File: src/rtl/core/hnm_pkg.sv
// Shared types, constants and the header name table of the header name matcher.
`default_nettype none
package hnm_pkg;

  localparam int NAME_COUNT   = 19;
  localparam int MAX_NAME_LEN = 20;
  localparam int POS_W        = 5;
  localparam int CODE_W       = 5;

  localparam logic [7:0] COLON_CHAR = 8'h3A;
  localparam logic [7:0] DASH_CHAR  = 8'h2D;
  localparam logic [7:0] LOWER_A    = 8'h61;
  localparam logic [7:0] LOWER_Z    = 8'h7A;
  localparam logic [7:0] CASE_DELTA = 8'h20;

  localparam logic [CODE_W-1:0]     CODE_INVALID   = '0;
  localparam logic [CODE_W-1:0]     CODE_LAST      = CODE_W'(NAME_COUNT);
  localparam logic [POS_W-1:0]      POS_MAX        = '1;
  localparam logic [NAME_COUNT-1:0] ALL_CANDIDATES = '1;

  typedef logic [NAME_COUNT-1:0] cand_mask_t;
  typedef logic [CODE_W-1:0]     code_t;
  typedef logic [POS_W-1:0]      pos_t;

  // Outcome of matching one byte against the open candidates.
  typedef struct packed {
    logic       decided;    // the byte settles the name: a result is due
    code_t      code;       // header code, invalid when no colon matched
    cand_mask_t next_mask;  // candidates that survive the byte
    cand_mask_t colon_hits; // candidates completed by a colon
  } hnm_step_t;

  // Names are stored right-justified; the final colon sits in the low byte.
  localparam logic [8*MAX_NAME_LEN-1:0] NAME_TEXT [NAME_COUNT] = '{
    "AUTHORIZATION:",
    "ACCEPT:",
    "ACCEPT-CHARSET:",
    "ACCEPT-ENCODING:",
    "ACCEPT-LANGUAGE:",
    "EXPECT:",
    "FROM:",
    "HOST:",
    "IF-MATCH:",
    "IF-MODIFIED-SINCE:",
    "IF-NONE-MATCH:",
    "IF-RANGE:",
    "IF-UNMODIFIED-SINCE:",
    "MAX-FORWARDS:",
    "PROXY-AUTHORIZATION:",
    "RANGE:",
    "REFERER:",
    "TE:",
    "USER-AGENT:"
  };

  localparam logic [POS_W-1:0] NAME_LEN [NAME_COUNT] = '{
    5'd14, 5'd7, 5'd15, 5'd16, 5'd16, 5'd7, 5'd5, 5'd5, 5'd9, 5'd18,
    5'd14, 5'd9, 5'd20, 5'd13, 5'd20, 5'd6, 5'd8, 5'd3, 5'd11
  };

  // Character of a name at a position; only meaningful below the name length.
  function automatic logic [7:0] name_char(input int idx, input pos_t pos);
    logic [POS_W-1:0] sel;
    sel = NAME_LEN[idx] - 5'd1 - pos;
    return NAME_TEXT[idx][{sel, 3'b000} +: 8];
  endfunction

endpackage
`default_nettype wire

File: src/rtl/core/hnm_match.sv
// Compares one header byte against every still-open candidate name in parallel.
`default_nettype none
module hnm_match
  import hnm_pkg::*;
(
  input  wire logic [7:0] name_byte,
  input  wire pos_t       pos,
  input  wire cand_mask_t mask,
  output hnm_step_t       step
);

  logic [7:0] upper_byte;
  logic       is_colon;
  cand_mask_t hits;

  always_comb begin
    if (name_byte >= LOWER_A && name_byte <= LOWER_Z) begin
      upper_byte = name_byte - CASE_DELTA;
    end else begin
      upper_byte = name_byte;
    end
  end

  assign is_colon = (upper_byte == COLON_CHAR);

  always_comb begin
    for (int k = 0; k < NAME_COUNT; k++) begin
      hits[k] = mask[k] && (pos < NAME_LEN[k]) && (name_char(k, pos) == upper_byte);
    end
  end

  // Names are distinct, so a colon completes at most one of them.
  always_comb begin
    step.code = CODE_INVALID;
    for (int k = NAME_COUNT - 1; k >= 0; k--) begin
      if (is_colon && hits[k]) begin
        step.code = CODE_W'(k + 1);
      end
    end
    step.colon_hits = is_colon ? hits : '0;
    step.next_mask  = is_colon ? '0 : hits;
    step.decided    = is_colon || (hits == '0);
  end

endmodule
`default_nettype wire

File: src/rtl/core/http_request_header_name_matcher_core.sv
// Top level of the HTTP request header name matcher.
`default_nettype none
// Recognizes HTTP request header names fed one byte per transfer, with
// in_first_byte marking the first byte of each name. Letters match without
// regard to case, '-' and ':' exactly. One result per name: the header code
// (1 to 19) when the closing colon completes a known name, or 0 when a byte
// rules out every name. Bytes after a decision are dropped until the next
// marked first byte; a marked first byte mid-name restarts without a result.
// One byte is taken per clock while in_stall is low. A byte is captured in an
// input register and matched in the following cycle, and a result is held in
// the output register that drives out_header_code. in_stall rises only when a
// matched byte that decides a name finds the output register still held by
// out_stall; bytes that decide nothing keep flowing meanwhile.
module http_request_header_name_matcher_core
  import hnm_pkg::*;
(
  input  wire logic       clk,
  input  wire logic       rst_n,
  input  wire logic       in_valid,
  output logic            in_stall,
  input  wire logic [7:0] in_name_byte,
  input  wire logic       in_first_byte,
  output logic            out_valid,
  input  wire logic       out_stall,
  output logic [4:0]      out_header_code
);

  // Input register.
  logic       in_valid_r, in_valid_nxt;
  logic [7:0] byte_r;
  logic       first_r;

  // Matching state.
  pos_t       pos_r, pos_nxt;
  cand_mask_t mask_r, mask_nxt;
  logic       active_r, active_nxt;

  // Output register.
  logic       out_valid_r, out_valid_nxt;
  code_t      code_r;

  pos_t       eff_pos;
  cand_mask_t eff_mask;
  logic       eff_active;
  hnm_step_t  step;
  logic       has_result;
  logic       out_free;
  logic       consume;

  assign eff_pos    = first_r ? '0 : pos_r;
  assign eff_mask   = first_r ? ALL_CANDIDATES : mask_r;
  assign eff_active = first_r || active_r;

  hnm_match u_match (
    .name_byte (byte_r),
    .pos       (eff_pos),
    .mask      (eff_mask),
    .step      (step)
  );

  assign has_result = in_valid_r && eff_active && step.decided;
  assign out_free   = !out_valid_r || !out_stall;
  assign consume    = in_valid_r && (!has_result || out_free);
  assign in_stall   = in_valid_r && !consume;

  always_comb begin
    pos_nxt    = pos_r;
    mask_nxt   = mask_r;
    active_nxt = active_r;
    if (consume && eff_active) begin
      if (step.decided) begin
        pos_nxt    = eff_pos;
        mask_nxt   = '0;
        active_nxt = 1'b0;
      end else begin
        pos_nxt    = (eff_pos == POS_MAX) ? eff_pos : eff_pos + 5'd1;
        mask_nxt   = step.next_mask;
        active_nxt = 1'b1;
      end
    end
  end

  always_comb begin
    in_valid_nxt = in_valid_r;
    if (!in_stall) begin
      in_valid_nxt = in_valid;
    end
    out_valid_nxt = out_valid_r;
    if (out_free) begin
      out_valid_nxt = has_result;
    end
  end

  always_ff @(posedge clk) begin
    if (!rst_n) begin
      in_valid_r  <= 1'b0;
      pos_r       <= '0;
      mask_r      <= '0;
      active_r    <= 1'b0;
      out_valid_r <= 1'b0;
    end else begin
      in_valid_r  <= in_valid_nxt;
      pos_r       <= pos_nxt;
      mask_r      <= mask_nxt;
      active_r    <= active_nxt;
      out_valid_r <= out_valid_nxt;
    end
  end

  always_ff @(posedge clk) begin
    if (!in_stall) begin
      byte_r  <= in_name_byte;
      first_r <= in_first_byte;
    end
    if (out_free && has_result) begin
      code_r <= step.code;
    end
  end

  assign out_valid       = out_valid_r;
  assign out_header_code = code_r;

  // An open name always has at least one candidate left; an idle one has none.
  a_mask_tracks_active: assert property (@(posedge clk) disable iff (!rst_n)
    (active_r == (mask_r != '0)))
    else $error("candidate mask disagrees with the active flag");

  a_code_in_range: assert property (@(posedge clk) disable iff (!rst_n)
    out_valid_r |-> (code_r <= CODE_LAST))
    else $error("header code out of range");

  a_single_colon_hit: assert property (@(posedge clk) disable iff (!rst_n)
    in_valid_r |-> $onehot0(step.colon_hits))
    else $error("colon completed more than one name");

  a_stall_only_on_result: assert property (@(posedge clk) disable iff (!rst_n)
    in_stall |-> (has_result && out_valid_r && out_stall))
    else $error("input stalled without a blocked result");

endmodule
`default_nettype wire

File: config.mk
export PLATFORM = sky130hd
export DESIGN_NAME = http_request_header_name_matcher_core
export DESIGN_NICKNAME = d
export VERILOG_FILES = /design/src/rtl/core/hnm_pkg.sv /design/src/rtl/core/hnm_match.sv /design/src/rtl/core/http_request_header_name_matcher_core.sv
export SDC_FILE = /design/constraint.sdc
export NUM_CORES = 1
export LEC_CHECK = 0
export BUFFER_PORTS_ARGS = -buffer_cell sky130_fd_sc_hd__buf_2
export CORE_ASPECT_RATIO = 2
export CORE_MARGIN = 2
export CORE_UTILIZATION = 45
export DETAILED_ROUTE_END_ITERATION = 10
export PLACE_DENSITY = 0.69
export SYNTH_ARGS = -nofsm -noshare
export SYNTH_HDL_FRONTEND = slang
export SYNTH_SLANG_ARGS = --single-unit
export TNS_END_PERCENT = 5
File: constraint.sdc
create_clock -name clk -period 5.3 [get_ports clk]
set_input_delay 0.795 -clock clk [delete_from_list [all_inputs] [get_ports clk]]
set_output_delay 0.795 -clock clk [all_outputs]
set_load 0.005 [all_outputs]
**After elaboration in Yosys (flattened, before gate mapping)**

Index checks and enable logic that the tools add are counted.

- Add/sub/neg operators: 15
- $lt $le $gt $ge: 15
- Equal/unequal tests: 21
- Shift operators: 19
- Mux-type cells: 26
- Reduce and logical (&&, ||, !) cells: 76

Operator list:

| kind | count |
|---|---|
| $shiftx 160x9->8 const A | 19 |
| $eq 8x8->1 | 19 |
| $logic_and 1x1->1 | 64 |
| $mux 19 | 3 |
| $mux 5 | 7 |
| $mux 4 | 8 |
| $lt 5x4->1 const B | 6 |
| $sub 4x5->5 const A | 6 |
| $sub 3x5->5 const A | 4 |
| $logic_not 19->1 | 1 |
| $lt 5x3->1 const B | 3 |
| $lt 5x5->1 const B | 3 |
| $reduce_or 15->1 | 1 |
| $mux 3 | 4 |
| $sub 5x5->5 const A | 2 |
| $eq 8x6->1 const B | 1 |
| $ge 8x7->1 const B | 1 |
| $le 8x7->1 const B | 1 |
| $mux 8 | 1 |
| $sub 8x6->8 const B | 1 |
| $reduce_or 7->1 | 1 |
| $add 5x1->5 const B | 1 |
| $eq 5x5->1 const B | 1 |
| $lt 5x2->1 const B | 1 |
| other kinds (6) | 13 |

- Flip-flop bits (word level): 41
- Bits of input ports: 13
- Word-level logic and storage cells: 183

**Depth between registers and ports, before layout**

- Word-level depth: 24
- Depth in mapped cells: 23
- Gate-level depth less buffers: 17

**Hierarchy**

A second synthesis with hierarchy kept.

- Cell total of the unflattened synthesis: 1149
- Area, all modules: 7721.2 um2

Modules (own cells, without submodules):

| module | instances | cells each | area each (um2) |
|---|---|---|---|
| hnm_match | 1 | 974 | 5920.7 |
| http_request_header_name_matcher_core | 1 | 175 | 1800.5 |

**Worst setup path before layout**

OpenSTA, ideal clock, no wires.

- Kind: reg-to-output
- From: reg first_r
- To: out in_stall
- Data arrival time: 4650 ps
- Required time: 4505 ps
- Path slack: -145 ps
- Stages on the path, launching flop included: 22
- Buffers on the path: 6
- Path through: edfxtp_1 > buf_2 > nand2b_1 > inv_1 > buf_2 > buf_2 > ha_1 > inv_1 > ha_1 > clkbuf_1 > clkbuf_1 > clkbuf_1 > o32ai_1 > o221ai_1 > o31ai_1 > and4_1 > nor4b_1 > nor4bb_4 > nand2_1 > nand2_1 > nand3_1 > inv_1

- Cells in the longest elaborated chain, start to end: 13

Ends and longest elaborated chain:

| item | RTL line | source |
|---|---|---|
| from (decl) | http_request_header_name_matcher_core.sv:31 | `logic first_r;` |
| from (signal assigned) | http_request_header_name_matcher_core.sv:113 | `first_r <= in_first_byte;` |
| $mux 5 | http_request_header_name_matcher_core.sv:50 | `assign eff_pos = first_r ? '0 : pos_r;` |
| $sub 4x5->5 (tied with other cells) | hnm_pkg.sv:64 | `sel = NAME_LEN[idx] - 5'd1 - pos;` |
| $shiftx 160x9->8 | hnm_pkg.sv:65 | `return NAME_TEXT[idx][{sel, 3'b000} +: 8];` |
| $eq 8x8->1 | hnm_match.sv:28 | `hits[k] = mask[k] && (pos < NAME_LEN[k]) && (name_char(k, pos) == upper_byte);` |
| $logic_and 1x1->1 | hnm_match.sv:28 |  |
| $logic_not 19->1 | hnm_match.sv:42 | `step.decided = is_colon \|\| (hits == '0);` |
| $logic_or 1x1->1 | hnm_match.sv:42 |  |
| $logic_and 1x1->1 * | http_request_header_name_matcher_core.sv:61 | `assign has_result = in_valid_r && eff_active && step.decided;` |
| $logic_not 1->1 * | http_request_header_name_matcher_core.sv:63 | `assign consume = in_valid_r && (!has_result \|\| out_free);` |
| $logic_or 1x1->1 * | http_request_header_name_matcher_core.sv:63 |  |
| $logic_and 1x1->1 * | http_request_header_name_matcher_core.sv:63 |  |
| $logic_not 1->1 * | http_request_header_name_matcher_core.sv:64 | `assign in_stall = in_valid_r && !consume;` |
| $logic_and 1x1->1 * | http_request_header_name_matcher_core.sv:64 |  |
| to (decl) | http_request_header_name_matcher_core.sv:20 | `output logic in_stall,` |

Mark *: on every way between the ends. The rest lies on a longest branch, timed or not.

**Worst setup path after layout**

Ends and elaborated chain as after synthesis.

==> impl_metrics.yaml <==
cts:
  cts.reportedPaths.clkPinSlew_ns: 0.06
  tritoncts_num_sinks: 41
  clock_tree.root_cell: "sky130_fd_sc_hd__clkbuf_16"
  clock_latency_ns: 0.30
  cts-hold-fix-buffers: 0
  htreeDepth: 2
  max-clock-path-buffers: 2
  numCtsBuffers: 5
  cts_tree: "done"
layout:
  multi_input_area_um2: 7230
  most_used_cells_in_the_layout_excluding_fill_and_tap_cells: "115 x sky130_fd_sc_hd__buf_4, 111 x sky130_fd_sc_hd__nor2_1, 81 x sky130_fd_sc_hd__nand2_1"
  regArea_um2: 961
  area_growth_pct: 13.5
  num-nets-final: 1319
  antenna-diode-count: 0
  final_common_cell: "sky130_fd_sc_hd__buf_4"
  post_route_cells_drive_above_1_share: 0.172
  instances_no_fill: 1528
  num-fill-cells: 1946
  post-route-cell-area_um2: 9840
synthesis:
  yosys_warnings: 0
  yosysSeqAreaShare: 0.111
  synth.lib_cells_used.distinct: 100
  synth_seq_cells: 41
  mappedNetlistNets: 1294
  post_synth_instance_area_um2: 8670
  dominantRegCellSynth: "sky130_fd_sc_hd__dfxtp_1"
  post_synth.cell_area_avg_um2: 6.95
  synth_edf_count: 14
  cell_count_after_synthesis: 1247
  postSynth.asyncResetShare: 0
placement:
  dp_hpwl_um: 35300
  globalplace.congestion: 1.12
  placed_cell_area_um2: 9440
  dpl.cell_count: 1515
  numPortBuffers: 19
sta:
  fin_skew_ns: 0.00476
  timing.final.crit_period_ns: 5.22
  clock.fmax_mhz: 192
  final.period_utilization: 0.984
  tightestPinTransition_ns: 0.843
  maxSlewHeadroom: 0.436
  report.final.hold_viol_count: 0
  report.final.slew_viol_count: 0
  count_of_endpoints_failing_setup_in_the_final_report: 0
critical_path:
  timing.critical_path.from_type: "register"
  critical_path.endpoint_type: "output port"
  cp.arrival_ns: 4.42
  worstPathRequired_ns: 4.51
  reg2reg_depth: 16
  reg2reg_setup_slack_ns: 0.39
  r2r_end: "out_header_code[1]$_SDFFCE_PP0P_"
  worst_flop_to_flop_path_startpoint: "first_r$_DFFE_PN_"
  critPathKind: "register to output port"
  path_max_fanout: 20
hold_path:
  worst_hold_path.endpoint: "mask_r[12]$_SDFFE_PN0P_"
  hp-class: "register to register"
  hold_path_depth: 2
  hold_path_start: "mask_r[12]$_SDFFE_PN0P_"
detailed_routing:
  detail_route.wl_per_cell_um: 31.3
  routed_wl_um: 47800
  via_per_inst: 7.30
  final_antenna_net_count: 0
  detail_route.first_pass.iterations: 6
  drc_violations: 0
  dr_total_vias: 11200
  drt_iter0_markers: 1160
global_routing:
  number_of_antenna_violations_at_the_first_check_in_global_routing: 0
  gr-max-usage-layer: "met2"
  groute.usage.overall: 0.461
  pin_count_of_the_biggest_net_entering_global_routing: 44
  met3_usage: 0.114
  grtUsageMet1: 0.507
  met2_usage: 0.707
  first_pass_grt_wire_length_um: 69300
  vias_in_the_first_global_route: 10800
  overflow: 0
floorplan:
  die_outline_area_um2: 20500
  height_of_the_die_um: 200
  start_util: 0.460
  fp-row-count: 71
  die_width_um: 102
  io_pins: 20
  core_area_um2: 18800
status:
  status: "completed"
pwr:
  ir_worst_vdd_uv: 291
  total_leakage_power_nw: 3.60
  power-per-cell-area_nw_per_um2: 113
flow_run:
  timing.max_cap.violations: 0
cell usage after synthesis, drive strengths merged, types with 27 or more instances:
cell type	instances	area share
xnor2	61	0.067
ha	34	0.049
buf	47	0.028
dfxtp	27	0.062
nor2	111	0.048
nand2	82	0.036
nand3	48	0.028
nor2b	40	0.029
a21oi	85	0.053
inv	39	0.017
clkbuf	74	0.032
nor3	43	0.025
o21ai	82	0.047
worst max path at each step:
stage                       from        to  slack [ns]  depth (start not counted)
2_1_floorplan  first_r$_DFFE_PN_  in_stall        0.03                         21
3_3_place_gp   first_r$_DFFE_PN_  in_stall        0.24                         18
3_5_place_dp   first_r$_DFFE_PN_  in_stall        0.23                         18
4_1_cts        first_r$_DFFE_PN_  in_stall        0.01                         18
5_1_grt        first_r$_DFFE_PN_  in_stall       -0.11                         19
6_report       first_r$_DFFE_PN_  in_stall        0.08                         19
repair_timing:
action	CTS	global route
setup endpoints to repair	1	1
gates resized for setup	3	48
buffers inserted	0	5
pin swaps	0	3
where the power goes:
group	total, W	leakage (nW)	internal, W	switching (W)
Sequential	0.000338	0.356	0.000332	0.00000644
Combinational	0.000465	3.17	0.000160	0.000305
Clock	0.000311	0.0712	0.000188	0.000123
registers in the layout (all words and copies together), names as in the netlist:
register and flops:
active_r 1, byte_r 8, first_r 1, in_valid_r 1, mask_r 19, out_header_code 5
out_valid 1, pos_r 5
cell families (layout without fill, tap and decap cells):
group,Yosys count,count (layout),share of synthesized area
and+or+nand+nor,474,474,0.288
adders and majority gates,35,35,0.0502
DFF,41,41,0.111
buffers and inverters,162,188,0.0785
xor gates and xnor gates,70,70,0.0759
muxes,35,35,0.0462
AOI/OAI and AO/OA,430,430,0.350
critical path: stages, from the launching register on:
cell and delay, ns:
sky130_fd_sc_hd__edfxtp_1 0.49, sky130_fd_sc_hd__nand2b_1 0.22, sky130_fd_sc_hd__inv_2 0.22, sky130_fd_sc_hd__ha_1 0.23
sky130_fd_sc_hd__inv_1 0.10, sky130_fd_sc_hd__ha_4 0.43, sky130_fd_sc_hd__inv_1 0.15, sky130_fd_sc_hd__a2111oi_0 0.38
sky130_fd_sc_hd__buf_4 0.21, sky130_fd_sc_hd__o311ai_0 0.11, sky130_fd_sc_hd__a32oi_1 0.18, sky130_fd_sc_hd__o21ai_0 0.12
sky130_fd_sc_hd__o211ai_1 0.24, sky130_fd_sc_hd__o211a_1 0.30, sky130_fd_sc_hd__nor4bb_4 0.24, sky130_fd_sc_hd__nand2_1 0.10
sky130_fd_sc_hd__nand2_1 0.12, sky130_fd_sc_hd__nand3_2 0.10, sky130_fd_sc_hd__inv_1 0.07, sky130_fd_sc_hd__buf_2 0.10
stage by stage:
step | worst slack, ns | total power (W) | hold WS, ns | TNS, ns | utilization
after global routing | -0.106 | 0.00115 | 0.494 | -0.106 | 0.523
final | 0.0842 | 0.00111 | 0.459 | 0 | 0.523
after floorplan | 0.0318 | 0.000615 | 0.427 | 0 | -
after detailed placement | 0.227 | 0.000773 | 0.447 | 0 | 0.501
after CTS | 0.0139 | 0.00108 | 0.459 | 0 | 0.510
after global placement | 0.235 | 0.000774 | 0.441 | 0 | 0.501
layer usage:
metal | vias to the layer above | routed length [µm]
li1 | 4776 | -
met1 | 5169 | 15700
met2 | 869 | 21200
met3 | 347 | 5030
met4 | 0 | 5870
met5 | - | 0
cell type report:
cell class	count	share of cell area
multi-input combinational	1044	0.735
tap	255	0.0324
clock buffer	8	0.0149
inverter	41	0.0161
timing repair buffer	139	0.104
sequential	41	0.0976
Power figures use the tool's default switching activity.
